$ cat src/design/lws_ram.sv
// Generic single write port, single read port RAM with registered read data.
// No dependencies.
module lws_ram #(
   parameter int WIDTH = 8,
   parameter int DEPTH = 16,
   localparam int AW = (DEPTH > 1) ? $clog2(DEPTH) : 1
) (
   input  logic             clock,
   input  logic             we,
   input  logic [AW-1:0]    waddr,
   input  logic [WIDTH-1:0] wdata,
   input  logic [AW-1:0]    raddr,
   output logic [WIDTH-1:0] rdata
);

   logic [WIDTH-1:0] mem [DEPTH];

   always_ff @(posedge clock) begin
      if (we) begin
         mem[waddr] <= wdata;
      end
      rdata <= mem[raddr];
   end

endmodule

$ cat config.mk
export PLATFORM = sky130hd
export DESIGN_NAME = lws_ram
export DESIGN_NICKNAME = d
export VERILOG_FILES = /design/src/design/lws_ram.sv
export SDC_FILE = /design/constraint.sdc
export NUM_CORES = 1
export LEC_CHECK = 0
export ABC_AREA = 1
export BUFFER_PORTS_ARGS = -buffer_cell sky130_fd_sc_hd__buf_2
export CORE_ASPECT_RATIO = 0.5
export CORE_MARGIN = 3
export CORE_UTILIZATION = 25
export DETAILED_ROUTE_END_ITERATION = 7
export GPL_TIMING_DRIVEN = 0
export MAX_ROUTING_LAYER = met4
export PLACE_DENSITY_LB_ADDON = 0.12
export SYNTH_ARGS = -nofsm -noshare
export SYNTH_HDL_FRONTEND = slang
export SYNTH_SLANG_ARGS = --single-unit
$ cat constraint.sdc
create_clock -name clock -period 1.1 [get_ports clock]
set_input_delay 0.055 -clock clock [delete_from_list [all_inputs] [get_ports clock]]
set_output_delay 0.055 -clock clock [all_outputs]
set_load 0.05 [all_outputs]
### Word level (Yosys, flattened, before mapping)

Memory sizes are Yosys's and may differ from the RTL's. A register that Yosys moved wholly into a read port is not among the register bits.
Cells that the tools add are included.

* multiplexer cells: 2

Operator list (number)
* 1-bit 2-to-1 mux: 2

* memory bits (writable): 128
* input bits: 18
* word-level logic and storage cells: 3
* bits in registers: 0
* memories: 1
* output and inout bits: 8

Memories
* mem: words 16, bits a word 8, rd ports 1, clocked after Yosys merged registers in 1, wr ports 1, RTL line 16 `logic [WIDTH-1:0] mem [DEPTH];`

### Logic depth before layout (Yosys ltp)

* depth after elaboration: 2
* depth in mapped cells: 8
* mapped depth without buffers: 7

### Worst setup path after synthesis

Ideal clock, no wire load.

* kind: input port to flip-flop
* start point: input waddr[3]
* end point: memory mem[4][0], enable pin
* data required time: 0.730 ns
* stages: 2
* slack: 0.094 ns
* buffers on the path: 0
* library setup time: 0.370 ns
* arrival: 0.636 ns
* path through: nand3b_1 -> nor2_1

RTL lines
* from (decl): RTL line 10 `input logic [AW-1:0] waddr,`
* to (decl): RTL line 16

No word-level cell before the write port.

### Final worst setup path

* start point: input waddr[0]
* end point: memory mem[14][6], enable pin

No word-level cell before the write port.

==> summary.txt <==
Status
  • Status: finished with violations
  • Failing checks: setup timing

Global routing
  • Vias in the first global route: between 3000 and 4000
  • Largest net degree at the start of global routing: 17
  • GRT Residual Overflow: 0
  • Total Routing Usage GR: 14.0%
  • Initial antenna violation count: 0
  • First-pass GRT wire length: 24200 um

Clocking
  • CTS Buf Count: 17
  • Maximum clock path buffer count: 2
  • H-Tree Depth: 4
  • Clk slew on worst S/H paths: 0.06 ns
  • Worst-skew pair later-pin latency: roughly 0.42 ns
  • Post-CTS Setup Inserts: 0
  • CTS Sinks: about 140
  • TritonCTS clock tree: built
  • CTS root buffer: clkbuf_16
  • Post-CTS Hold Fix Bufs: 0

Setup path
  • Max stage delay on crit path: about 0.77 ns
  • Register-to-register setup slack: roughly 0.05 ns
  • WS Path Type: in -> reg
  • R2R cell count: 6
  • Reg2Reg Launch Point: mem[6][3]
  • Startpoint types: input pin
  • Required @ worst endpoint: 1.13 ns
  • CP endpoint kind: flop
  • Crit-path cells: buf_2, inv_1, nand2_1, nor2_1
  • Critical path's slowest cell: nor2_1
  • RR Endpoint: rdata[3]
  • Critical Path Fanout Max: 8
  • Crit path DAT: roughly 1.1 ns

Logic synthesis
  • Synth Cell Area: approximately 5800 um^2
  • Most common cell in the netlist: nand2_1
  • Asr flop ratio synth: 0%
  • Synth area leader: edfxtp_1
  • Seq/Total Area, Yosys: between 60% and 70%
  • Avg Inst Size Synth: about 10 um^2
  • Distinct cell type count of the synthesized netlist: 12
  • Synthesized flop and latch total: approximately 140
  • YS warnings: 0
  • Top_reg_cell synth: edfxtp_1
  • Synth top area cells: edfxtp_1 (67%), nand2_1 (11%), nand3_1 (8.4%), inv_1 (6.5%), dfxtp_1 (2.8%)
  • Number of synthesized flops with an enable pin: between 100 and 150
  • Synth top area share: roughly two thirds
  • Top post-synthesis cells by count: nand2_1 (173), edfxtp_1 (128), inv_1 (100)
  • Mapped Nets: around 570
  • Mapped Cells: roughly 550

Place
  • Dpl hpwl: 10800 um
  • Final GP Congestion: ~0.89
  • IO buf count: 22
  • DP Worst Slack: -0.524 ns

Timing
  • Fin crit period: 1.10 ns
  • Least-Margin Pin Slew: between 0.9 and 1 ns
  • Clock skew: 0.0116 ns
  • Slew headroom: approximately 36%
  • Final hold slack: about 0.065 ns
  • Fmax: ~910 MHz
  • RSZ-0062 raised after global routing: true
  • PnR worst setup slack: -0.00272 ns
  • # setup viols final: 3
  • Final Hold Viols: 0
  • Period utilization: 100%
  • Max-slew violation count: 0

Layout
  • Share of cells above drive strength 1: between 15 and 20%
  • Layout Nets: 610
  • Final Core Density: a little under a third
  • Antenna Diode Count: 0
  • Fill count: roughly 2300
  • P&R area growth vs syn: 19.7%

Pwr
  • Combinational fraction of design power: 7.5%
  • Power density cells: between 1500 and 2000 nW/um^2
  • Peak VDD IR: roughly 710 uV
  • Pleak: approximately 2.9 nW
  • Internal Power: about 9.4 mW
  • Flop pwr share: a little under half
  • P_sw: between 2 and 3 mW
  • Clock Power Share: between 40% and 50%
  • Switching Fraction: 24.2%

Die
  • Initial Util: between 20% and 30%
  • Chip width: approximately 220 um
  • Row Count: 38
  • Top-Level Pins: 26
  • Core area: roughly 22000 um^2
  • Die Ht: between 100 and 150 um
  • Die ar.: between 20000 and 30000 um^2

Drt
  • Routed Antenna Nets: 0
  • Via count: around 3800
  • 1st-iter DRT viols: 282
  • Vias per cell: a little over 4
  • Total Wirelength: around 16000 um
  • Drt pass-1 iters: 6
  • Residual DRC: 0
  • Wire per inst: 17.9 um

Worst hold path
  • Hold endpoint: mem[4][7]
  • Worst Hold Class: in -> reg
  • Hold_sp: wdata[7]
  • Hold Path Depth: 1

Job
  • Number of max-cap violations: 0
## cell usage in the layout (no fill, tap or decap), drive strengths merged
cell type  synthesis  final
nand2            173    173
edfxtp           128    128
inv              102    106
nand3             97     97
buf               24     46
clkbuf             0     18
nor2              17     17
dfxtp              8      8
clkinvlp           0      5
clkinv             0      3
nand3b             2      2
bufinv             0      2
## area by class of cell
class                           instances  area [um^2]  area share [%]
Clock buffer                           18          429            6.21
Sequential cell                       136         4000            58.0
Multi-Input combinational cell        289         1290            18.7
Tap cell                              300          375            5.44
Inverter                              102          383            5.54
Buffer                                 24          166            2.41
Timing Repair Buffer                   22          110            1.59
Clock inverter                         14          149            2.16
## sequential cells by signal, summed over array words and instances, names as in the netlist
| register | count |
|---|---|
| mem | 128 |
| rdata | 8 |
## through the flow
stage               power (mW)  setup TNS (ns)  cells  cell area (um^2)
floorplan                 6.46               0    551              5770
global placement          6.85          -51.76    873              6250
detailed placement        6.85          -52.27    873              6250
CTS                       12.5         -0.0102    905              6840
global route              12.8          -0.825    905              6910
finish                    12.4        -0.00726    905              6910
## power by group through the flow
stage,registers (mW),logic (mW),clock network (mW)
after CTS,5.82,0.922,5.75
after detailed placement,5.93,0.916,0
after global placement,5.93,0.919,0
after floorplan,6.05,0.409,0
after global routing,5.83,1.01,5.97
final,5.82,0.922,5.63
## critical path, delay by kind of cell
| kind | cells | cell delay [ns] |
|---|---|---|
| simple gates | 2 | 0.91 |
| buf+inv | 2 | 0.17 |
## worst max path at each step
stage / cells after the start / slack (ns) / endpoint / from
after floorplan: 2 / 0.09 / mem[4][0] / waddr[3]
after global routing: 3 / -0.06 / mem[14][0] / we
after CTS: 3 / -0.004 / mem[5][6] / waddr[3]
after detailed placement: 3 / -0.52 / mem[4][4] / waddr[3]
after global placement: 3 / -0.50 / mem[4][4] / waddr[3]
final: 4 / -0.003 / mem[14][6] / waddr[0]
## metal layers
| layer | global-route usage [%] | part of all wire [%] |
|---|---|---|
| met1 | 18.5 | 48 |
| met3 | 2.00 | 3.8 |
| met5 | - | 0 |
| met2 | 22.6 | 47 |
| met4 | 4.47 | 0.76 |
## cells by family (layout without fill, tap and decap cells)
logic type / after synthesis / count (layout) / share of synthesized area, %
buffers and inverters: 126 / 180 / 9.52
AND/OR/NAND/NOR: 289 / 289 / 21.0
flip-flops: 136 / 136 / 69.4
## repair_timing
| item | CTS | global route |
|---|---|---|
| endpoints found under the hold margin | 0 | 0 |
| resized for setup | 3 | 19 |
| pin swaps | 0 | 1 |
| endpoints found under the setup margin | 16 | 91 |
Power figures use the tool's default switching activity.
